===== src/hsps_pkg.sv =====
// ----------------------------------------------------------------------------
// hsps_pkg: shared types and constants for the height step stencil
// Pixel, column-slice and window types, register codes and stage payload.
// ----------------------------------------------------------------------------
package hsps_pkg;

  localparam int MAX_WIDTH  = 256;  // entries per stored line
  localparam int PIX_W      = 8;
  localparam int ROW_W      = 10;
  localparam int COL_W      = 8;
  localparam int THR_W      = 8;
  localparam int IW_W       = 9;
  localparam int IH_W       = 10;
  localparam int CFG_W      = 10;
  localparam int CFG_IDX_W  = 2;
  localparam int NUM_LINES  = 4;    // stored rows, indexed by row modulo four
  localparam int LINE_IDX_W = 2;
  localparam int WIN        = 5;    // window columns c-2 .. c+2
  localparam int CTR        = 2;    // window column of the centre pixel
  localparam int TAPS       = 8;
  localparam int STEP_MIN   = 3;
  localparam int MIN_DIM    = 5;

  localparam logic [THR_W-1:0] RST_THRESHOLD = 8'd40;
  localparam logic [IW_W-1:0]  RST_WIDTH     = 9'd61;
  localparam logic [IH_W-1:0]  RST_HEIGHT    = 10'd31;

  typedef enum logic [CFG_IDX_W-1:0] {
    REG_STEP_THRESHOLD = 2'd0,
    REG_IMAGE_WIDTH    = 2'd1,
    REG_IMAGE_HEIGHT   = 2'd2
  } cfg_reg_t;

  typedef logic [PIX_W-1:0] pix_t;
  // One column of the window: element k holds row r-(k+1).
  typedef pix_t [NUM_LINES-1:0] slice_t;
  typedef slice_t [WIN-1:0] win_t;

  typedef struct packed {
    logic shift;  // advance the chain by one column
    logic load;   // take the side load instead of the neighbor
  } cell_ctl_t;

  typedef struct packed {
    logic [ROW_W-1:0] row;
    logic [COL_W-1:0] col;
    pix_t             pix;
    logic             emit;
    logic             interior;
    logic             fend;
  } item_t;

endpackage


===== src/hsps_judge.sv =====
// ----------------------------------------------------------------------------
// hsps_judge: step verdict for one centre pixel
// Counts diamond neighbors whose absolute difference reaches the threshold.
// ----------------------------------------------------------------------------
module hsps_judge (
  input  hsps_pkg::win_t             win,
  input  hsps_pkg::pix_t             pix,
  input  logic [hsps_pkg::THR_W-1:0] thr,
  output logic                       blocked
);
  import hsps_pkg::*;

  pix_t       centre;
  pix_t       nbr [TAPS];
  logic [TAPS-1:0] hit;
  logic [3:0] hits;

  // Slice element k is row r-(k+1); window column CTR is column c.
  assign centre = win[CTR][1];
  assign nbr[0] = win[CTR][3];
  assign nbr[1] = win[CTR-1][2];
  assign nbr[2] = win[CTR+1][2];
  assign nbr[3] = win[CTR-2][1];
  assign nbr[4] = win[CTR+2][1];
  assign nbr[5] = win[CTR-1][0];
  assign nbr[6] = win[CTR+1][0];
  assign nbr[7] = pix;

  always_comb begin
    for (int i = 0; i < TAPS; i++) begin
      hit[i] = ((centre >= nbr[i]) ? (centre - nbr[i]) : (nbr[i] - centre)) >= thr;
    end
  end

  always_comb begin
    hits = '0;
    for (int i = 0; i < TAPS; i++) begin
      hits = hits + {3'b000, hit[i]};
    end
  end

  assign blocked = hits >= 4'(STEP_MIN);

endmodule


===== config.mk =====
export PLATFORM = sky130hd
export DESIGN_NAME = hsps_judge
export DESIGN_NICKNAME = d
export VERILOG_FILES = /design/src/hsps_pkg.sv /design/src/hsps_judge.sv
export SDC_FILE = /design/constraint.sdc
export NUM_CORES = 1
export LEC_CHECK = 0
export BUFFER_PORTS_ARGS = -buffer_cell sky130_fd_sc_hd__buf_2
export CAP_MARGIN = 15
export CORE_AREA = 2 2 128 130
export DETAILED_ROUTE_END_ITERATION = 16
export DIE_AREA = 0 0 130 132
export PLACE_DENSITY = 0.68
export SLEW_MARGIN = 5
export SYNTH_ARGS = -nofsm -noshare
export SYNTH_HDL_FRONTEND = slang
export SYNTH_SLANG_ARGS = --single-unit

===== constraint.sdc =====
create_clock -name vclk -period 5.4
set_input_delay 0.27 -clock vclk [all_inputs]
set_output_delay 0.27 -clock vclk [all_outputs]
set_load 0.03 [all_outputs]

; ---- Yosys cells after proc, flatten, opt, wreduce, memory -nomap -nowiden
; Index checks and enable logic that the tools add are counted.
[totals]
out_inout_bits = 1
elab_cells = 48
input_bits = 176
ff_bits = 0
[op_classes]
addsub = 23
muxes = 8
order_cmp = 17
[op_table]
columns = operator, n
row1 = 8-bit greater-or-equal comparator, 16
row2 = 8-bit subtractor, 16
row3 = 8-bit two-way mux, 8
row4 = 4-bit by 1-bit adder with 4-bit output, 4
row5 = 3-bit by 1-bit adder with 4-bit output, 1
row6 = "4-bit by 2-bit greater-or-equal comparator with 1-bit output, second input constant", 1
row7 = 2-bit by 1-bit adder with 3-bit output, 1
row8 = 1-bit by 1-bit adder with 2-bit output, 1

; ---- Longest topological paths before layout
; Gate-level depths: netlist (run 1).
[depth]
ltp_word = 11
mapped_depth = 24
ltp_nobuf = 24

; ---- Least setup slack after synthesis (run 1)
; OpenSTA, ideal clock, no wires.
[synth_path]
kind = input to output
start = input port win[73] (netlist name)
end = output port blocked
path_stages = 21
path_buffers = 0
slack_ns = -0.507
arrival_time_ns = 5.637
required_ns = 5.130
cell_sequence = inv_1 ha_1 and4_1 a211oi_1 o21ai_1 a21oi_4 mux2_2 ha_1 a21oi_1 nor2b_1 o21ai_0 a21oi_1 o41ai_1 fa_1 inv_1 fa_1 fa_1 ha_1 fa_1 nand2_1 nand2_1
[synth_between]
elab_chain_cells = 11
word_cells_on_any_way = 48
classes_between = add/sub (23) / order compare (17) / mux (8)
[synth_lines]
columns = item, line
row1 = start: declaration, hsps_judge.sv:6  ; input hsps_pkg::win_t win,
row2 = 8-bit subtractor / 8-bit greater-or-equal comparator (equally long branches), hsps_judge.sv:31  ; hit[i] = ((centre >= nbr[i]) ? (centre - nbr[i]) : (nbr[i] - centre)) >= thr;
row3 = 8-bit two-way mux, hsps_judge.sv:31
row4 = 8-bit greater-or-equal comparator, hsps_judge.sv:31
row5 = 1-bit by 1-bit adder with 2-bit output, hsps_judge.sv:38  ; hits = hits + {3'b000, hit[i]};
row6 = 2-bit by 1-bit adder with 3-bit output, hsps_judge.sv:38
row7 = 3-bit by 1-bit adder with 4-bit output, hsps_judge.sv:38
row8 = 4-bit by 1-bit adder with 4-bit output (3 in a row), hsps_judge.sv:38
row9 = 4-bit by 1-bit adder with 4-bit output (*), hsps_judge.sv:38
row10 = 4-bit by 2-bit greater-or-equal comparator with 1-bit output (*), hsps_judge.sv:42  ; assign blocked = hits >= 4'(STEP_MIN);
row11 = end: declaration, hsps_judge.sv:9  ; output logic blocked
; Every way passes the cells marked *; elsewhere a longest branch is shown, timed or not.

; ---- Worst setup path after layout (run 1)
[layout_path]
start = input port win[72] (netlist name)
end = output port blocked
; The elaborated chain is that of the path after synthesis.

==> metrics.cfg, run 1 <==
[layout]
n_antenna_cell=0
utilization=0.524
seq_cell_count=0
seq_area_um2=0
syn_to_final_growth_pct=26.2
nFillCells=1534
design_area_mm2=0.00824
instances_no_fill=1222
drive_gt1_frac=0.250
layout.nets=1391
clkbuf_count=0

[placed_design]
gp_congestion=0.935
portBuffers=81
place_inst=1212
dpl-instance-area_mm2=0.00809
pre_cts_ws_ns=-0.622
dp_hpwl_um=16100

[critical_path]
cp.required_ns=5.13
crit_fanout=4
path_class=in2out
arrival_ns=5.58
critPathCaptureType=output port
critical-path-slowest-cell=fa_1
max_stage_delay_ns=0.54
start_kind=input port
crit_top_cell=fa_1

[timing]
rsz0062_at_grt=true
max_slew_margin=0.653
finalSetupTns_ns=-0.449
fmax_mhz=171
fin_crit_ns=5.85
setup_viol_count_final=1
period_share=1.08
holdWs_ns=1.76
worstMarginPinSlew_ns=0.521
finalHoldViolCount=0
fin_ws_ns=-0.449
slew_viol_final=0

[synthesis]
synth_nets=1203
synthTopCellsByCount=ha_1, inv_1, a21oi_1
ys_top_cells_by_area=ha_1, mux2i_1, a21oi_1
ys_seq_area_frac=0
synth_top_area_frac=0.358
netlist_instances=820
synth_warnings=0
synth.most_common_cell=ha_1
synth_cell_types=45
yosysTopAreaCell=ha_1
avgSynthCellArea_um2=7.96
synth_area_mm2=0.00653

[die]
die_h_um=132
initial_core_util=0.415
die_x_um=130
die_area_mm2=0.0172
rows=46
io-pin-count=177
core_mm2=0.0157

[drt]
wl_um=19400
ant_nets=0
route.detailed.drc=0
num_vias=6379
drt_iter0_drc=231
routedWlPerCell_um=15.9
first_pass_iters=7
vias_per_cell=5.22

[power_and_ir_drop]
totalPowerFinal_mw=1.48
irDropWorstVdd_v=0.000644
leakage_nw=4.43
p_per_area_mw_per_mm2=179

[min_path]
min_path_type=in2out

[global_route]
antenna_found_initial=0
track_usage=0.223
grt_pass1_vias=6290
grt_overflow=0
grt_max_degree=16
grt_pass1_wl_um=30900

[status]
status=complete, but fails checks
violations=negative setup slack

[clocking]
ctsHoldBuffers=0

[job]
cap_violations=0

layout by cell type (no fill, tap or decap), types with 9 or more instances in the layout:
cell / n
o21bai_1: 9
mux2i_1: 46
xor2_1: 19
a21o_1: 33
buf_2: 79
nand2_1: 18
o21ai_0: 42
buf_4: 121
fa_1: 18
xnor2_1: 24
a21oi_1: 80
a31oi_1: 12
mux2_2: 10
nand3_1: 11
nor2b_1: 10
inv_1: 103
nand2b_1: 19
nor2_1: 51
ha_1: 183
metal layers:
layer	track usage	part of all wire
met5	0	0
met1	0.307	0.47
met3	0.00528	0.029
met2	0.390	0.47
met4	0.0394	0.025
cells by family after synthesis:
| family | after synthesis | share of synthesized area |
|---|---|---|
| muxes | 60 | 0.0943 |
| xor gates and xnor gates | 43 | 0.0577 |
| buffers and inverters | 128 | 0.0799 |
| AOI/OAI and AO/OA | 242 | 0.243 |
| and+or+nand+nor | 140 | 0.105 |
| adders and majority gates | 207 | 0.420 |
worst paths after layout:
kind	start	end	slack [ns]	depth (start not counted)
setup / recovery	win[72]	blocked	-0.45	27
hold / removal	win[118]	blocked	1.76	9
final cells by class:
| type | count | area (um^2) | share of cell area |
|---|---|---|---|
| inverter | 106 | 405 | 0.0492 |
| multi-input combinational | 692 | 6130 | 0.744 |
| tap | 216 | 270 | 0.0328 |
| timing repair buffer | 208 | 1430 | 0.174 |
worst max-delay path, delay by kind of cell:
| kind | cells | cell delay, ns |
|---|---|---|
| adders and majority gates | 8 | 2.87 |
| xor gates and xnor gates | 1 | 0.20 |
| muxes | 1 | 0.22 |
| AOI/OAI and AO/OA | 5 | 0.93 |
| and+or+nand+nor | 4 | 0.31 |
| buffers and inverters | 8 | 0.77 |
power by group:
| part | leakage, nW | total (mW) | switching, mW | internal (mW) |
|---|---|---|---|---|
| clock | 0 | 0 | 0 | 0 |
| combinational | 4.43 | 1.48 | 0.773 | 0.703 |
| sequential | 0 | 0 | 0 | 0 |
| total | 4.43 | 1.48 | 0.773 | 0.703 |
what timing repair did:
action	in CTS	in global routing
buffers inserted	10	0
resized for setup	9	5
pin swaps	11	2
endpoints found under the hold margin	0	0
setup endpoints to repair	1	1
(Power assumes the default switching activity.)
==> inputs of run 2 (changes only) <==
--- a/config.mk
+++ b/config.mk
@@ -5,12 +5,13 @@
 export SDC_FILE = /design/constraint.sdc
 export NUM_CORES = 1
 export LEC_CHECK = 0
+export ABC_CLOCK_PERIOD_IN_PS = 5700
 export BUFFER_PORTS_ARGS = -buffer_cell sky130_fd_sc_hd__buf_2
 export CAP_MARGIN = 15
 export CORE_AREA = 2 2 128 130
 export DETAILED_ROUTE_END_ITERATION = 16
 export DIE_AREA = 0 0 130 132
-export PLACE_DENSITY = 0.68
+export PLACE_DENSITY = 0.65
 export SLEW_MARGIN = 5
 export SYNTH_ARGS = -nofsm -noshare
 export SYNTH_HDL_FRONTEND = slang
==> constraint.sdc (replaced) <==
create_clock -name vclk -period 5.7
set_input_delay 0.285 -clock vclk [all_inputs]
set_output_delay 0.285 -clock vclk [all_outputs]
set_load 0.03 [all_outputs]
==> run 2 against run 1 <==
  * The run still ends with negative setup slack left
  * Routed wire length grew 1.8%
  * Final cell count shrank 2.8%
  * Hold slack improved by 0.065 ns
  * Combinational power fell by 7%
  * Design area fell by 2.9%
  * Sequential share of layout area is the same
  * Global-route usage increased by 0.52 points
  * Largest power group unchanged
  * Setup slack better by 0.17 ns
  * Critical path depth did not move
  * Clock-buffer cell count did not move
  * Utilization fell by 1.5 points
==> metrics.cfg, run 2 (synthesized netlist as in run 1, its figures left out) <==
[timing]
fin_ws_ns=-0.276
slew_viol_final=0
fmax_mhz=167
rsz0062_at_grt=true
finalHoldViolCount=0
setup_viol_count_final=1
finalSetupTns_ns=-0.276
period_share=1.05
max_slew_margin=0.623
fin_crit_ns=5.98
worstMarginPinSlew_ns=0.565

[placed_design]
dp_hpwl_um=16000
portBuffers=81
place_inst=1179
gp_congestion=0.954
pre_cts_ws_ns=-0.467

[power_and_ir_drop]
seqPwrFrac=0
totalPowerFinal_mw=1.38
p_per_area_mw_per_mm2=172
leakage_nw=4.26
p_int_mw=0.644
combPwrFrac=1.000
power_switching_mw=0.731
irDropWorstVdd_v=0.000193
pwr-share-clk=0
swShare=0.532

[die]
die_h_um=132
rows=46
die_x_um=130
initial_core_util=0.415
die_area_mm2=0.0172
core_mm2=0.0157
io-pin-count=177

[global_route]
grt_overflow=0
antenna_found_initial=1
grt_max_degree=10
grt_pass1_vias=6289
grt_pass1_wl_um=31400
track_usage=0.228

[critical_path]
cp.required_ns=5.41
path_class=in2out
critical-path-slowest-cell=fa_2
start_kind=input port
max_stage_delay_ns=0.54
crit_start=win[72]
crit_fanout=4
crit_top_cell=buf_6
arrival_ns=5.69
critPathCaptureType=output port

[layout]
syn_to_final_growth_pct=22.5
utilization=0.509
layout.nets=1357
seq_cell_count=0
instances_no_fill=1188
drive_gt1_frac=0.233
seq_area_um2=0
clkbuf_count=0
final_cell_mix=ha_1, inv_1, buf_4
n_antenna_cell=0
layout_commonest_cell=ha_1

[drt]
num_vias=6344
drt_iter0_drc=336
first_pass_iters=5
routedWlPerCell_um=16.6
wl_um=19700
ant_nets=0
route.detailed.drc=0
vias_per_cell=5.34

[min_path]
min_path_type=in2out
hold_end=blocked
hold_start=win[118]
hold_path_depth=9

[status]
violations=negative setup slack
status=complete, but fails checks

[clocking]
ctsHoldBuffers=0

[job]
cap_violations=0

## run 2: cell count changes in the layout (fill, tap and decap cells not counted), moves of 3 or more
cell / before / now
buf_6: 3 / 7
fa_2: 2 / 5
o21ai_1: 4 / 10
fa_1: 18 / 15
buf_4: 121 / 86
o21ai_0: 42 / 37
## run 2: area by class of cell
cell class	count	area, um^2
multi-input cells	692	6160
inverters	106	408
fillers	1487	7720
repair buffers	174	1160
well taps	216	270
## run 2: stage by stage
stage,area (um^2),hold slack (ns)
4_1_cts,7960,1.82
2_1_floorplan,6570,1.34
6_report,8000,1.82
5_1_grt,8000,1.92
3_3_place_gp,7770,1.82
3_5_place_dp,7770,1.84
## run 2: metal layers
layer	global-route usage	vias to the layer above	wire, um
met4	0.0424	2	451
met5	0	-	11
met1	0.318	2913	9250
met3	0.0122	30	877
li1	-	3208	-
met2	0.389	191	9150
## run 2: worst max-delay path, delay by kind of cell
| kind | cells | cell delay [ns] |
|---|---|---|
| compound gates | 7 | 1.14 |
| xor+xnor | 1 | 0.24 |
| fa+ha+maj | 8 | 2.86 |
| buf+inv | 8 | 0.81 |
| mux | 1 | 0.21 |
| simple gates | 2 | 0.14 |
## run 2: worst max path at each step
stage / endpoint / cells past startpoint
floorplan: blocked / 23
global placement: blocked / 25
detailed placement: blocked / 25
CTS: blocked / 27
global route: blocked / 27
finish: blocked / 27
## run 2: power by group through the flow
| stage | Clock [mW] | Combinational (mW) | Sequential, mW |
|---|---|---|---|
| final | 0 | 1.38 | 0 |
| after global routing | 0 | 1.54 | 0 |
| after CTS | 0 | 1.33 | 0 |
| after detailed placement | 0 | 1.23 | 0 |
| after global placement | 0 | 1.21 | 0 |
| after floorplan | 0 | 0.883 | 0 |
## run 2: timing repair
| action | CTS | global route |
|---|---|---|
| buffers inserted | 9 | 0 |
| cloned | 0 | 0 |
| resized for setup | 34 | 12 |
| setup endpoints to repair | 1 | 1 |
| pin swaps | 34 | 7 |
==> inputs of run 3 (changes only) <==
--- a/config.mk
+++ b/config.mk
@@ -5,13 +5,13 @@
 export SDC_FILE = /design/constraint.sdc
 export NUM_CORES = 1
 export LEC_CHECK = 0
+export ABC_AREA = 1
 export ABC_CLOCK_PERIOD_IN_PS = 5700
 export BUFFER_PORTS_ARGS = -buffer_cell sky130_fd_sc_hd__buf_2
 export CAP_MARGIN = 15
-export CORE_AREA = 2 2 128 130
+export CORE_AREA = 2 2 144 146
 export DETAILED_ROUTE_END_ITERATION = 16
-export DIE_AREA = 0 0 130 132
-export PLACE_DENSITY = 0.65
+export DIE_AREA = 0 0 146 148
 export SLEW_MARGIN = 5
 export SYNTH_ARGS = -nofsm -noshare
 export SYNTH_HDL_FRONTEND = slang
==> run 3 against run 2 <==
  * Sequential share of layout area unchanged
  * Total power grew 7.9%
  * Hold slack worse by 0.16 ns
  * Critical path depth up 1
  * Utilization decreased by 3.5 points
  * Largest cell class unchanged
  * Maximum frequency is 9.9% higher
  * Design area increased by 19%
  * Critical path type unchanged
  * Combinational power up 7%
  * The flow now finishes without violations
  * Die area rose by 26%
  * Global-route usage shrank 0.75 points
  * Non-clock buffer count down 35
  * Setup slack gained 0.54 ns
==> metrics.cfg, run 3 <==
[status]
status=complete, no violations

[timing]
period_share=0.954
max_slew_margin=0.595
slew_viol_final=0
rsz0062_at_grt=true
finalHoldViolCount=0
holdWs_ns=1.66
fmax_mhz=184
worstMarginPinSlew_ns=0.607
setup_viol_count_final=0
finalSetupTns_ns=0
fin_crit_ns=5.44

[placed_design]
place_inst=1770
portBuffers=81
gp_congestion=0.866
dpl-instance-area_mm2=0.00916
dp_hpwl_um=20400

[layout]
layout_commonest_cell=nand2_1
final_cell_mix=nand2_1, inv_1, ha_1
instances_no_fill=1779
seq_area_um2=0
design_area_mm2=0.00950
n_antenna_cell=0
clkbuf_count=0
drive_gt1_frac=0.166
seq_cell_count=0
nFillCells=2248
utilization=0.474
syn_to_final_growth_pct=15.2
layout.nets=1894

[power_and_ir_drop]
irDropWorstVdd_v=0.000170
seqPwrFrac=0
pwr-share-clk=0
combPwrFrac=1.000
swShare=0.589
p_per_area_mw_per_mm2=156
power_switching_mw=0.875
p_int_mw=0.610
leakage_nw=5.76

[critical_path]
critPathTopFamily=adder cells
critical-path-slowest-cell=fa_1
critPathBufInv=6
path_class=in2out
max_stage_delay_ns=0.46
arrival_ns=5.15
crit_fanout=5
critPathCaptureType=output port
start_kind=input port
cp.required_ns=5.41

[global_route]
track_usage=0.220
grt_pass1_vias=8024
grt_pass1_wl_um=39100
grt_max_degree=12
grt_overflow=0
antenna_found_initial=0

[min_path]
hold_end=blocked
hold_start=win[112]
hold_path_depth=9
min_path_type=in2out

[synthesis]
synth_cell_types=31
synth_nets=1777
ys_top_cells_by_area=ha_1, nand2_1, inv_1
ys_seq_area_frac=0
synth.most_common_cell=nand2_1
synth_warnings=0
netlist_instances=1394
synth_area_mm2=0.00825
yosysTopAreaCell=ha_1
synthTopCellsByCount=nand2_1, inv_1, ha_1
avgSynthCellArea_um2=5.92
synth_top_area_frac=0.284

[die]
core_mm2=0.0200
die_h_um=148
rows=52
die_area_mm2=0.0216
initial_core_util=0.412
io-pin-count=177
die_x_um=146

[drt]
wl_um=24600
num_vias=8670
route.detailed.drc=0
first_pass_iters=4
routedWlPerCell_um=13.8
vias_per_cell=4.87
drt_iter0_drc=362
ant_nets=0

[job]
cap_violations=0

[run 3: cell families (layout without fill, tap and decap cells)]
logic type | count (synthesis) | after routing | share of synthesized area
AOI/OAI and AO/OA | 126 | 126 | 0.0871
xor gates and xnor gates | 47 | 47 | 0.0499
and+or+nand+nor | 698 | 698 | 0.374
buffers and inverters | 316 | 431 | 0.157
adders and majority gates | 207 | 207 | 0.332
[run 3: worst max path at each step]
stage,from,to,slack (ns),cells past startpoint
floorplan,win[72],blocked,0.51,27
global placement,win[72],blocked,-0.23,30
detailed placement,win[72],blocked,-0.27,30
CTS,win[72],blocked,0.01,30
global route,win[72],blocked,-0.03,25
finish,win[72],blocked,0.26,28
[run 3: tightest hold or removal path, delay by kind of cell]
family	cells	cell delay, ns
adders and majority gates	3	0.45
AOI/OAI and AO/OA	1	0.11
buffers and inverters	2	0.26
and+or+nand+nor	3	0.27
[run 3: area by class of cell]
| class | instances | area [um^2] | area share |
|---|---|---|---|
| Multi-Input combinational cell | 1078 | 7170 | 0.755 |
| Inverter | 292 | 1100 | 0.116 |
| Timing Repair Buffer | 139 | 882 | 0.0929 |
| Tap cell | 270 | 338 | 0.0356 |
[run 3: what timing repair did]
action                     CTS  global route
resized for setup            7            58
hold buffers                 0             0
buffers inserted             3             7
hold endpoints to repair     0             0
pin swaps                    4            23
setup endpoints to repair    1             1
[run 3: metal layers]
metal,wire length [um],share of wire,global-route usage,vias to the layer above
met5,0,0,0,-
met4,288,0.012,0.0228,0
met3,854,0.035,0.00370,19
met2,11200,0.46,0.383,154
met1,12200,0.50,0.316,3884
li1,-,-,-,4613
[run 3: stage by stage]
step                      worst slack [ns]  total power [mW]
final                                0.264              1.48
after global routing               -0.0344              1.69
after CTS                           0.0147              1.41
after detailed placement            -0.275              1.36
after global placement              -0.229              1.34
after floorplan                      0.507             0.995
[run 3: power by group through the flow]
stage	clock network (mW)	logic [mW]	registers [mW]
floorplan	0	0.995	0
global placement	0	1.34	0
detailed placement	0	1.36	0
CTS	0	1.41	0
global route	0	1.69	0
finish	0	1.48	0
