## config.mk

```make
export PLATFORM = sky130hd
export DESIGN_NAME = hsps_cell
export DESIGN_NICKNAME = d
export VERILOG_FILES = /design/src/hsps_pkg.sv /design/src/hsps_cell.sv
export SDC_FILE = /design/constraint.sdc
export NUM_CORES = 1
export LEC_CHECK = 0
export ABC_CLOCK_PERIOD_IN_PS = 1170
export BUFFER_PORTS_ARGS = -buffer_cell sky130_fd_sc_hd__buf_2
export CAP_MARGIN = 10
export CORE_UTILIZATION = 35
export DETAILED_ROUTE_END_ITERATION = 12
export GPL_TIMING_DRIVEN = 0
export PLACE_DENSITY = 0.73
export SETUP_SLACK_MARGIN = 0.02
export SKIP_LAST_GASP = 1
export SLEW_MARGIN = 20
export SYNTH_ARGS = -nofsm -noshare
export SYNTH_HDL_FRONTEND = slang
export SYNTH_SLANG_ARGS = --single-unit
```

## constraint.sdc

```tcl
create_clock -name clk -period 1.17 [get_ports clk]
set_input_delay 0.1755 -clock clk [delete_from_list [all_inputs] [get_ports clk]]
set_output_delay 0.1755 -clock clk [all_outputs]
set_load 0.005 [all_outputs]
```

## src/hsps_pkg.sv

```systemverilog
// ----------------------------------------------------------------------------
// hsps_pkg: shared types and constants for the height step stencil
// Pixel, column-slice and window types, register codes and stage payload.
// ----------------------------------------------------------------------------
package hsps_pkg;

  localparam int MAX_WIDTH  = 256;  // entries per stored line
  localparam int PIX_W      = 8;
  localparam int ROW_W      = 10;
  localparam int COL_W      = 8;
  localparam int THR_W      = 8;
  localparam int IW_W       = 9;
  localparam int IH_W       = 10;
  localparam int CFG_W      = 10;
  localparam int CFG_IDX_W  = 2;
  localparam int NUM_LINES  = 4;    // stored rows, indexed by row modulo four
  localparam int LINE_IDX_W = 2;
  localparam int WIN        = 5;    // window columns c-2 .. c+2
  localparam int CTR        = 2;    // window column of the centre pixel
  localparam int TAPS       = 8;
  localparam int STEP_MIN   = 3;
  localparam int MIN_DIM    = 5;

  localparam logic [THR_W-1:0] RST_THRESHOLD = 8'd40;
  localparam logic [IW_W-1:0]  RST_WIDTH     = 9'd61;
  localparam logic [IH_W-1:0]  RST_HEIGHT    = 10'd31;

  typedef enum logic [CFG_IDX_W-1:0] {
    REG_STEP_THRESHOLD = 2'd0,
    REG_IMAGE_WIDTH    = 2'd1,
    REG_IMAGE_HEIGHT   = 2'd2
  } cfg_reg_t;

  typedef logic [PIX_W-1:0] pix_t;
  // One column of the window: element k holds row r-(k+1).
  typedef pix_t [NUM_LINES-1:0] slice_t;
  typedef slice_t [WIN-1:0] win_t;

  typedef struct packed {
    logic shift;  // advance the chain by one column
    logic load;   // take the side load instead of the neighbor
  } cell_ctl_t;

  typedef struct packed {
    logic [ROW_W-1:0] row;
    logic [COL_W-1:0] col;
    pix_t             pix;
    logic             emit;
    logic             interior;
    logic             fend;
  } item_t;

endpackage

```

## src/hsps_cell.sv

```systemverilog
// ----------------------------------------------------------------------------
// hsps_cell: one column cell of the stencil window
// Holds four stored rows of one column; on shift takes its neighbor's column or the side load.
// ----------------------------------------------------------------------------
module hsps_cell (
  input  logic               clk,
  input  hsps_pkg::cell_ctl_t ctl,
  input  hsps_pkg::slice_t   shift_in,
  input  hsps_pkg::slice_t   load_in,
  output hsps_pkg::slice_t   q
);
  import hsps_pkg::*;

  slice_t q_r;

  always_ff @(posedge clk) begin
    if (ctl.shift) begin
      q_r <= ctl.load ? load_in : shift_in;
    end
  end

  assign q = q_r;

endmodule

```

==> Word-level counts from Yosys, hierarchy flattened <==
Index checks and enable logic that the tools add are counted.
{ "word_totals": {"reg_bits": 32, "in_bits": 67, "out_inout_bits": 32, "elab_cells": 5} }
{ "op_classes": {"muxes": 1} }
{ "op_table": {"columns": ["cell", "count"], "rows": [
  ["$mux 32", 1]
]} }

==> Depth between registers and ports, before layout <==
Gate-level depths: netlist of the first run.
{ "depth": {"word_depth": 1, "ltp_mapped": 3} }

==> Least setup slack after synthesis of the first run <==
No wires, ideal clock.
{ "synth_timing": {"path_kind": "input port to flip-flop", "start": "input port ctl[0] (netlist bit)", "end": "register q_r, in the netlist q[0] (data pin)", "setup_ns": 0.260, "arrival_ns": 0.717, "t_required_ns": 0.910, "path_slack_ns": 0.193, "cell_stages": 3, "path_cell_list": "buf_6 > buf_12 > mux2_4"} }
{ "synth_between": {"elab_chain_cells": 1} }
{ "synth_lines": {"columns": ["item", "line_no", "text"], "rows": [
  ["start, declared", "hsps_cell.sv:7", "input hsps_pkg::cell_ctl_t ctl,"],
  ["$mux 32", "hsps_cell.sv:18", "q_r <= ctl.load ? load_in : shift_in;"],
  ["end signal, assigned", "hsps_cell.sv:18", null],
  ["end, declared", "hsps_cell.sv:14", "slice_t q_r;"]
]} }
No other way between the ends.
A chain may end at the register's enable or synchronous reset.

==> Worst setup path after layout of the first run <==
{ "layout_timing": {"start": "register q_r, in the netlist q[29]", "end": "output port q[29] (netlist bit)"} }
{ "layout_rtl": {"columns": ["item", "line_no", "text"], "rows": [
  ["end, declared", "hsps_cell.sv:10", "output hsps_pkg::slice_t q"]
]} }
No word-level cell between the ends.

==> flow_metrics.env, run 1 <==
export IMPL_post_route_cells_drive_above_1_share=0.8081
export IMPL_drt_total_wl_mm=3.168
export IMPL_status="completed"
export IMPL_timing_critical_path_slowest_cell_delay_ns=0.37
export IMPL_drc=0
export IMPL_powerDensity_nw_per_um2=1228
export IMPL_setup_tns_ns=0
export IMPL_final_max_slew_viol_count=0
export IMPL_cts_root_buf="clkbuf_8"
export IMPL_synth_compound_area_share=0
export IMPL_die_y_um=67.58
export IMPL_yosys_area_share_xor_xnor=0
export IMPL_post_cts_buffers=0
export IMPL_top_sig_layer="met4"
export IMPL_seq_area_um2=960.9
export IMPL_power_leakage_nw=1.024
export IMPL_grt_first_pass_wirelength_mm=4.291
export IMPL_power_share_switching=0.2061
export IMPL_kind_of_launch_point_of_the_worst_setup_path="flop"
export IMPL_area_delta_synth_final_pct=41.56
export IMPL_detailroute_wirelength_met2_mm=1.676
export IMPL_timing_final_setup_violations=0
export IMPL_via_count=985
export IMPL_row_count=23
export IMPL_rsz_0062_raised_after_global_routing="no"
export IMPL_detailedRoute_firstIterationViolations=50
export IMPL_worst_ep_arrival_time_ns=0.78
export IMPL_cts_htree_levels=2
export IMPL_initial_util=0.3710
export IMPL_ys_types=5
export IMPL_largest_reg_flops=32
export IMPL_design_area_um2=2131
export IMPL_synth_seq_cells=32
export IMPL_yosysWarningCount=0
export IMPL_worstPathCellList="buf_2"
export IMPL_layout_cells_most_common_list="buf_2 (97), edfxtp_1 (32), mux2_4 (30)"
export IMPL_p_sw_mw=0.5394
export IMPL_groute_usage_overall=0.1334
export IMPL_routedLengthMet1_mm=1.108
export IMPL_clock_tree_from_tritoncts="done"
export IMPL_pwr_share_comb=0.171
export IMPL_timing_final_crit_share=0.8174
export IMPL_post_synthesis_simple_gate_area_fraction=0
export IMPL_max_slew_worst_pin_slew_ns=0.7060
export IMPL_yosys_area_share_adder=0
export IMPL_avgRoutedWirePerCell_um=14.27
export IMPL_initial_antenna_violation_count=0
export IMPL_seq_power_share=0.538
export IMPL_dieWidth_um=67.58
export IMPL_overflow=0
export IMPL_max_clock_path_buffers=2
export IMPL_grt_start_max_net_pins=33
export IMPL_ctsResizeCount=0
export IMPL_final_net_count=239
export IMPL_worstPathMaxFanout=1
export IMPL_cts_inserted_buffers=5
export IMPL_final_period_minus_worst_setup_slack_ns=0.9564
export IMPL_max_slew_margin=0.5294
export IMPL_tritoncts_num_sinks=32
export IMPL_route_met3_wl_um=339
export IMPL_vias_per_cell=4.437
export IMPL_worst_ep_required_time_ns=0.99
export IMPL_top_level_ports=99
export IMPL_synth_fp_nets=135
export IMPL_maxCapViolations=0
export IMPL_achievable_frequency_mhz=1046
export IMPL_antenna_violating_nets_post_route=0
export IMPL_p_int_mw=2.077
export IMPL_worstPathBufferInverterCount=1
export IMPL_detailedPlacementHpwl_mm=2.491
export IMPL_yosysSeqAreaShare=0.6384
export IMPL_multi_input_area_um2=473.0
export IMPL_netlist_instances=68
export IMPL_cts_reportedPaths_clkPinSlew_ns=0.06
export IMPL_hold_class="primary input to flop"
export IMPL_worstSetupPathType="flop to output pin"
export IMPL_peakVddDrop_mv=0.6769
export IMPL_hold_buffers=0
export IMPL_first_global_vias=973
export IMPL_largest_family_of_logic_cells_by_synthesized_area="multiplexers"
export IMPL_share_clk_of_total_power=0.291
export IMPL_drt_pass1_iter_count=4
export IMPL_cpMaxStageDelayCell="edfxtp_1"
export IMPL_fin_util=0.5251
export IMPL_worst_setup_path_end_kind="output pin"
export IMPL_fillCellCount=362
export IMPL_io_buffers=97
export IMPL_core_area_um2=4058
export IMPL_most_common_cell_after_layout_fill_and_taps_aside="buf_2"
export IMPL_die_area_um2=4567
export IMPL_postSynthAreaPerCell_um2=22.14
export IMPL_netlist_area_um2=1505
export IMPL_critical_path_top_delay_family="flip-flops"
export IMPL_report_final_hold_viol_count=0
export IMPL_place_area_um2=2053
export IMPL_diodes=0
export IMPL_post_synth_mux_area_share=0.3142
export IMPL_gp_routability_congestion=0.6201
==> power groups by stage <==
stage,Combinational [mW],Clock [mW],Sequential [mW]
6_report,0.448,0.760,1.41
5_1_grt,0.488,0.843,1.42
4_1_cts,0.457,0.787,1.41
3_5_place_dp,0.454,0,1.43
3_3_place_gp,0.438,0,1.43
2_1_floorplan,0.189,0,1.45
==> Yosys cell counts, drive strengths merged <==
cell    count  area (um^2)
edfxtp     32        960.9
mux2       32        473.0
buf         4        71.32
==> worst paths after layout <==
path	from	endpoint	cells past startpoint
min	shift_in[23]	q[23]$_DFFE_PP_	2
max	q[29]$_DFFE_PP_	q[29]	1
==> through the flow <==
step	instances	total power, mW	hold slack [ns]	setup slack, ns
2_1_floorplan	68	1.641	0.2880	0.1930
3_3_place_gp	215	1.870	0.4764	0.08244
3_5_place_dp	215	1.889	0.4792	0.04721
4_1_cts	222	2.654	0.1926	0.1951
5_1_grt	222	2.748	0.1893	0.1679
6_report	222	2.617	0.1999	0.2136
==> layer usage <==
layer | vias up | global-route usage
met3 | 4 | 0.05743
met1 | 443 | 0.1318
li1 | 471 | -
met5 | - | 0
met4 | 0 | 0.04787
met2 | 67 | 0.2438
==> cells by family (layout without fill, tap and decap cells) <==
kind of cell | Yosys count | count (layout)
multiplexers | 32 | 32
buffers and inverters | 4 | 108
flip-flops | 32 | 32
==> area by class of cell <==
class	count	area share
buffer	4	0.03347
clock buffer	6	0.03406
clock inverter	1	0.002349
multi-input combinational	32	0.2220
sequential	32	0.4510
tap	50	0.02936
timing repair buffer	97	0.2278
Power figures use the tool's default switching activity.
==> inputs of run 2 (changes only) <==
--- a/config.mk
+++ b/config.mk
@@ -5,7 +5,7 @@
 export SDC_FILE = /design/constraint.sdc
 export NUM_CORES = 1
 export LEC_CHECK = 0
-export ABC_CLOCK_PERIOD_IN_PS = 1170
+export ABC_CLOCK_PERIOD_IN_PS = 940
 export BUFFER_PORTS_ARGS = -buffer_cell sky130_fd_sc_hd__buf_2
 export CAP_MARGIN = 10
 export CORE_UTILIZATION = 35
==> constraint.sdc (replaced) <==
create_clock -name clk -period 0.94 [get_ports clk]
set_input_delay 0.141 -clock clk [delete_from_list [all_inputs] [get_ports clk]]
set_output_delay 0.141 -clock clk [all_outputs]
set_load 0.005 [all_outputs]
==> run 2 against run 1 <==
Net effect:
- cell count is 0.90% lower
- sequential power grew 25%
- combinational power is 24% higher
- non-clock buffer count is the same
- critical path depth unchanged
- routed wire length shrank 6.2%
- clock power is 19% higher
- sequential share of layout area did not move
- worst hold slack worse by 0.038 ns
- global-route usage rose by 0.21 points
- utilization stayed put
- largest cell class unchanged
- critical endpoint is now q[12]
==> flow_metrics.env, run 2 (same netlist as run 1, synthesis figures left out) <==
export IMPL_maxCapViolations=0
export IMPL_clock_tree_from_tritoncts="done"
export IMPL_row_count=23
export IMPL_cts_root_buf="clkbuf_8"
export IMPL_die_y_um=67.58
export IMPL_max_slew_margin=0.5180
export IMPL_area_delta_synth_final_pct=41.56
export IMPL_antenna_violating_nets_post_route=0
export IMPL_multi_input_area_um2=473.0
export IMPL_largest_reg_flops=32
export IMPL_routedLengthMet1_um=982
export IMPL_worst_ep_required_time_ns=0.80
export IMPL_layout_cells_most_common_list="buf_2 (97), edfxtp_1 (32), mux2_4 (30)"
export IMPL_final_max_slew_viol_count=0
export IMPL_io_buffers=97
export IMPL_ctsResizeCount=0
export IMPL_drt_pass1_iter_count=3
export IMPL_worstPathCellList="buf_2"
export IMPL_most_common_cell_after_layout_fill_and_taps_aside="buf_2"
export IMPL_critical_path_top_delay_family="flip-flops"
export IMPL_worstPathMaxFanout=1
export IMPL_grt_first_pass_wirelength_mm=4.291
export IMPL_die_area_um2=4567
export IMPL_gp_routability_congestion=0.7765
export IMPL_setup_tns_ns=0
export IMPL_rsz_0062_raised_after_global_routing="yes"
export IMPL_via_count=996
export IMPL_worstSetupPathType="flop to output pin"
export IMPL_max_clock_path_buffers=2
export IMPL_first_global_vias=976
export IMPL_tritoncts_num_sinks=32
export IMPL_power_leakage_nw=1.023
export IMPL_hold_buffers=0
export IMPL_hold_class="primary input to flop"
export IMPL_kind_of_launch_point_of_the_worst_setup_path="flop"
export IMPL_design_power_total_mw=3.221
export IMPL_drt_total_wl_mm=2.972
export IMPL_drc=0
export IMPL_cts_reportedPaths_clkPinSlew_ns=0.06
export IMPL_timing_critical_path_slowest_cell_delay_ns=0.38
export IMPL_status="completed"
export IMPL_worst_setup_path_end_kind="output pin"
export IMPL_final_net_count=239
export IMPL_seq_area_um2=960.9
export IMPL_top_sig_layer="met4"
export IMPL_avgRoutedWirePerCell_um=13.51
export IMPL_initial_util=0.3710
export IMPL_powerDensity_nw_per_um2=1512
export IMPL_report_final_hold_viol_count=0
export IMPL_peakVddDrop_mv=0.6829
export IMPL_diodes=0
export IMPL_fillCellCount=354
export IMPL_detailedPlacementHpwl_mm=2.357
export IMPL_cts_inserted_buffers=5
export IMPL_final_period_minus_worst_setup_slack_ns=0.9302
export IMPL_initial_antenna_violation_count=0
export IMPL_cts_htree_levels=2
export IMPL_cpMaxStageDelayCell="edfxtp_1"
export IMPL_timing_final_setup_violations=0
export IMPL_detailedRoute_firstIterationViolations=39
export IMPL_timing_final_crit_share=0.9896
export IMPL_worst_ep_arrival_time_ns=0.79
export IMPL_vias_per_cell=4.527
export IMPL_overflow=0
export IMPL_groute_usage_overall=0.1355
export IMPL_post_route_cells_drive_above_1_share=0.8118
export IMPL_top_level_ports=99
export IMPL_achievable_frequency_mhz=1075
export IMPL_core_area_um2=4058
export IMPL_post_cts_buffers=0
export IMPL_detailroute_wirelength_met2_mm=1.653
export IMPL_route_met3_wl_um=276
export IMPL_grt_start_max_net_pins=33
export IMPL_worstPathBufferInverterCount=1
export IMPL_dieWidth_um=67.58
export IMPL_max_slew_worst_pin_slew_ns=0.7230
## run 2: path summary, 6_finish.rpt
check	start	endpoint	slack [ns]	cells past startpoint
min	shift_in[14]	q[14]$_DFFE_PP_	0.16	2
max	q[12]$_DFFE_PP_	q[12]	0.01	1
## run 2: layout make-up
class	count	share of cell area
sequential	32	0.4510
timing repair buffer	97	0.2278
multi-input combinational	32	0.2220
buffer	4	0.03758
clock buffer	5	0.03230
tap	50	0.02936
## run 2: per-stage QoR
step | instances | util | setup slack (ns) | instance area [um^2] | hold slack (ns)
floorplan | 68 | - | 0.004396 | 1514 | 0.2535
detailed placement | 215 | 0.5082 | -0.1740 | 2062 | 0.4443
finish | 220 | 0.5251 | 0.009800 | 2131 | 0.1623
global route | 220 | 0.5251 | -0.03244 | 2131 | 0.1483
CTS | 220 | 0.5251 | -0.01278 | 2131 | 0.1495
global placement | 215 | 0.5082 | -0.1277 | 2062 | 0.4406
## run 2: where the power goes
group	internal [mW]	switching [mW]
clock	0.476	0.433
sequential	1.73	0.0307
combinational	0.362	0.194
total	2.56	0.657
## run 2: layer usage
metal  track usage  vias to the layer above
li1              -                      470
met1        0.1190                      463
met2        0.2475                       55
met3       0.07432                        8
met4       0.06117                        0
met5             0                        -
==> inputs of run 3 (changes only) <==
--- a/config.mk
+++ b/config.mk
@@ -11,7 +11,7 @@
 export CORE_UTILIZATION = 35
 export DETAILED_ROUTE_END_ITERATION = 12
 export GPL_TIMING_DRIVEN = 0
-export PLACE_DENSITY = 0.73
+export PLACE_DENSITY = 0.69
 export SETUP_SLACK_MARGIN = 0.02
 export SKIP_LAST_GASP = 1
 export SLEW_MARGIN = 20
==> run 3 against run 2 <==
Net effect:
- die area stayed put
- non-clock buffer count unchanged
- routed wire length up 2.9%
- total power is 0.69% higher
- combinational power rose by 1%
- via count shrank 2.0%
- cell count increased by 0.91%
- sequential power hardly changed
- flip-flop and latch count stayed put
- count of clock-buffer cells in the layout is the same
- global-route usage decreased by 0.56 points
- worst setup slack better by 0.0084 ns
- critical endpoint is now q[15]
- largest cell class unchanged
- highest routed layer unchanged
==> flow_metrics.env, run 3 (same netlist as run 1, synthesis figures left out) <==
export IMPL_status="completed"
export IMPL_max_slew_margin=0.5260
export IMPL_groute_usage_overall=0.1299
export IMPL_drt_pass1_iter_count=4
export IMPL_power_leakage_nw=1.026
export IMPL_hold_class="primary input to flop"
export IMPL_gp_routability_congestion=0.6482
export IMPL_hold_buffers=0
export IMPL_io_buffers=97
export IMPL_pwr_share_comb=0.173
export IMPL_peakVddDrop_mv=0.5865
export IMPL_setup_tns_ns=0
export IMPL_core_area_um2=4058
export IMPL_worstSetupPathType="flop to output pin"
export IMPL_grt_first_pass_wirelength_mm=4.091
export IMPL_worstPathCellList="buf_2"
export IMPL_row_count=23
export IMPL_cts_reportedPaths_clkPinSlew_ns=0.06
export IMPL_most_common_cell_after_layout_fill_and_taps_aside="buf_2"
export IMPL_drt_total_wl_mm=3.057
export IMPL_tritoncts_num_sinks=32
export IMPL_max_clock_path_buffers=2
export IMPL_diodes=0
export IMPL_final_net_count=239
export IMPL_overflow=0
export IMPL_kind_of_launch_point_of_the_worst_setup_path="flop"
export IMPL_drc=0
export IMPL_seq_power_share=0.540
export IMPL_top_level_ports=99
export IMPL_antenna_violating_nets_post_route=0
export IMPL_startpoint="q[15]$_DFFE_PP_"
export IMPL_grt_start_max_net_pins=33
export IMPL_ctsResizeCount=0
export IMPL_timing_final_crit_share=0.9806
export IMPL_final_max_slew_viol_count=0
export IMPL_die_area_um2=4567
export IMPL_worstPathMaxFanout=1
export IMPL_detailedRoute_firstIterationViolations=55
export IMPL_maxCapViolations=0
export IMPL_worst_ep_required_time_ns=0.80
export IMPL_worst_setup_path_end_kind="output pin"
export IMPL_layout_cells_most_common_list="buf_2 (97), edfxtp_1 (32), mux2_4 (30)"
export IMPL_detailedPlacementHpwl_mm=2.354
export IMPL_timing_critical_path_slowest_cell_delay_ns=0.37
export IMPL_holdCritStartpoint="shift_in[31]"
export IMPL_worstPathBufferInverterCount=1
export IMPL_cts_root_buf="clkbuf_8"
export IMPL_avgRoutedWirePerCell_um=13.77
export IMPL_area_delta_synth_final_pct=42.06
export IMPL_p_int_mw=2.575
export IMPL_critical_path_top_delay_family="flip-flops"
export IMPL_initial_util=0.3710
export IMPL_cpMaxStageDelayCell="edfxtp_1"
export IMPL_final_period_minus_worst_setup_slack_ns=0.9218
export IMPL_post_cts_buffers=0
export IMPL_max_slew_worst_pin_slew_ns=0.7110
export IMPL_first_global_vias=943
export IMPL_power_share_switching=0.2061
export IMPL_rsz_0062_raised_after_global_routing="yes"
export IMPL_report_final_hold_viol_count=0
export IMPL_via_count=976
export IMPL_die_y_um=67.58
export IMPL_dieWidth_um=67.58
export IMPL_vias_per_cell=4.396
export IMPL_share_clk_of_total_power=0.287
export IMPL_timing_final_setup_violations=0
export IMPL_worst_ep_arrival_time_ns=0.78
export IMPL_fillCellCount=353
export IMPL_fin_util=0.5270
export IMPL_initial_antenna_violation_count=0
export IMPL_largest_reg_flops=32
export IMPL_powerDensity_nw_per_um2=1517
export IMPL_post_route_cells_drive_above_1_share=0.8023
export IMPL_cts_inserted_buffers=5
export IMPL_cts_htree_levels=2
export IMPL_clock_tree_from_tritoncts="done"
export IMPL_p_sw_mw=0.6683
export IMPL_achievable_frequency_mhz=1085
-- run 3: changes by cell type in the layout (fill, tap and decap cells not counted), sizes merged --
cell and change:
clkinv +2
-- run 3: metal layers --
metal	GRT usage	vias up	part of all wire
met5	0	-	0
met4	0.07713	0	0.013
met3	0.03885	4	0.091
met2	0.2426	61	0.54
met1	0.1226	439	0.35
li1	-	472	-
-- run 3: final cells by class --
cell class                      instances  area, um^2  area share
Multi-Input combinational cell         32       473.0      0.2212
Clock buffer                            5       68.82     0.03218
Tap cell                               50       62.56     0.02926
Timing Repair Buffer                   97       485.5      0.2270
Buffer                                  4       80.08     0.03745
Sequential cell                        32       960.9      0.4494
Clock inverter                          2       7.507    0.003511
-- run 3: path summary, 6_finish.rpt --
kind | cells after the start | to
worst max-delay path | 1 | q[15]
worst min-delay path | 2 | q[31]$_DFFE_PP_
-- run 3: stage by stage --
step                cells  setup slack (ns)  total power [mW]  hold WS, ns  instance area (um^2)
floorplan              68          0.004396             2.047       0.2535                  1514
global placement      215           -0.1112             2.327       0.4419                  2062
detailed placement    215           -0.1507             2.353       0.4446                  2062
CTS                   222          -0.01100             3.302       0.1529                  2138
global route          222          -0.02928             3.412       0.1523                  2138
finish                222           0.01821             3.243       0.1644                  2138
-- run 3: power groups by stage --
stage | registers [mW] | logic, mW | clock network, mW
floorplan | 1.81 | 0.239 | 0
global placement | 1.78 | 0.549 | 0
detailed placement | 1.78 | 0.570 | 0
CTS | 1.75 | 0.573 | 0.975
global route | 1.76 | 0.610 | 1.04
finish | 1.75 | 0.561 | 0.930
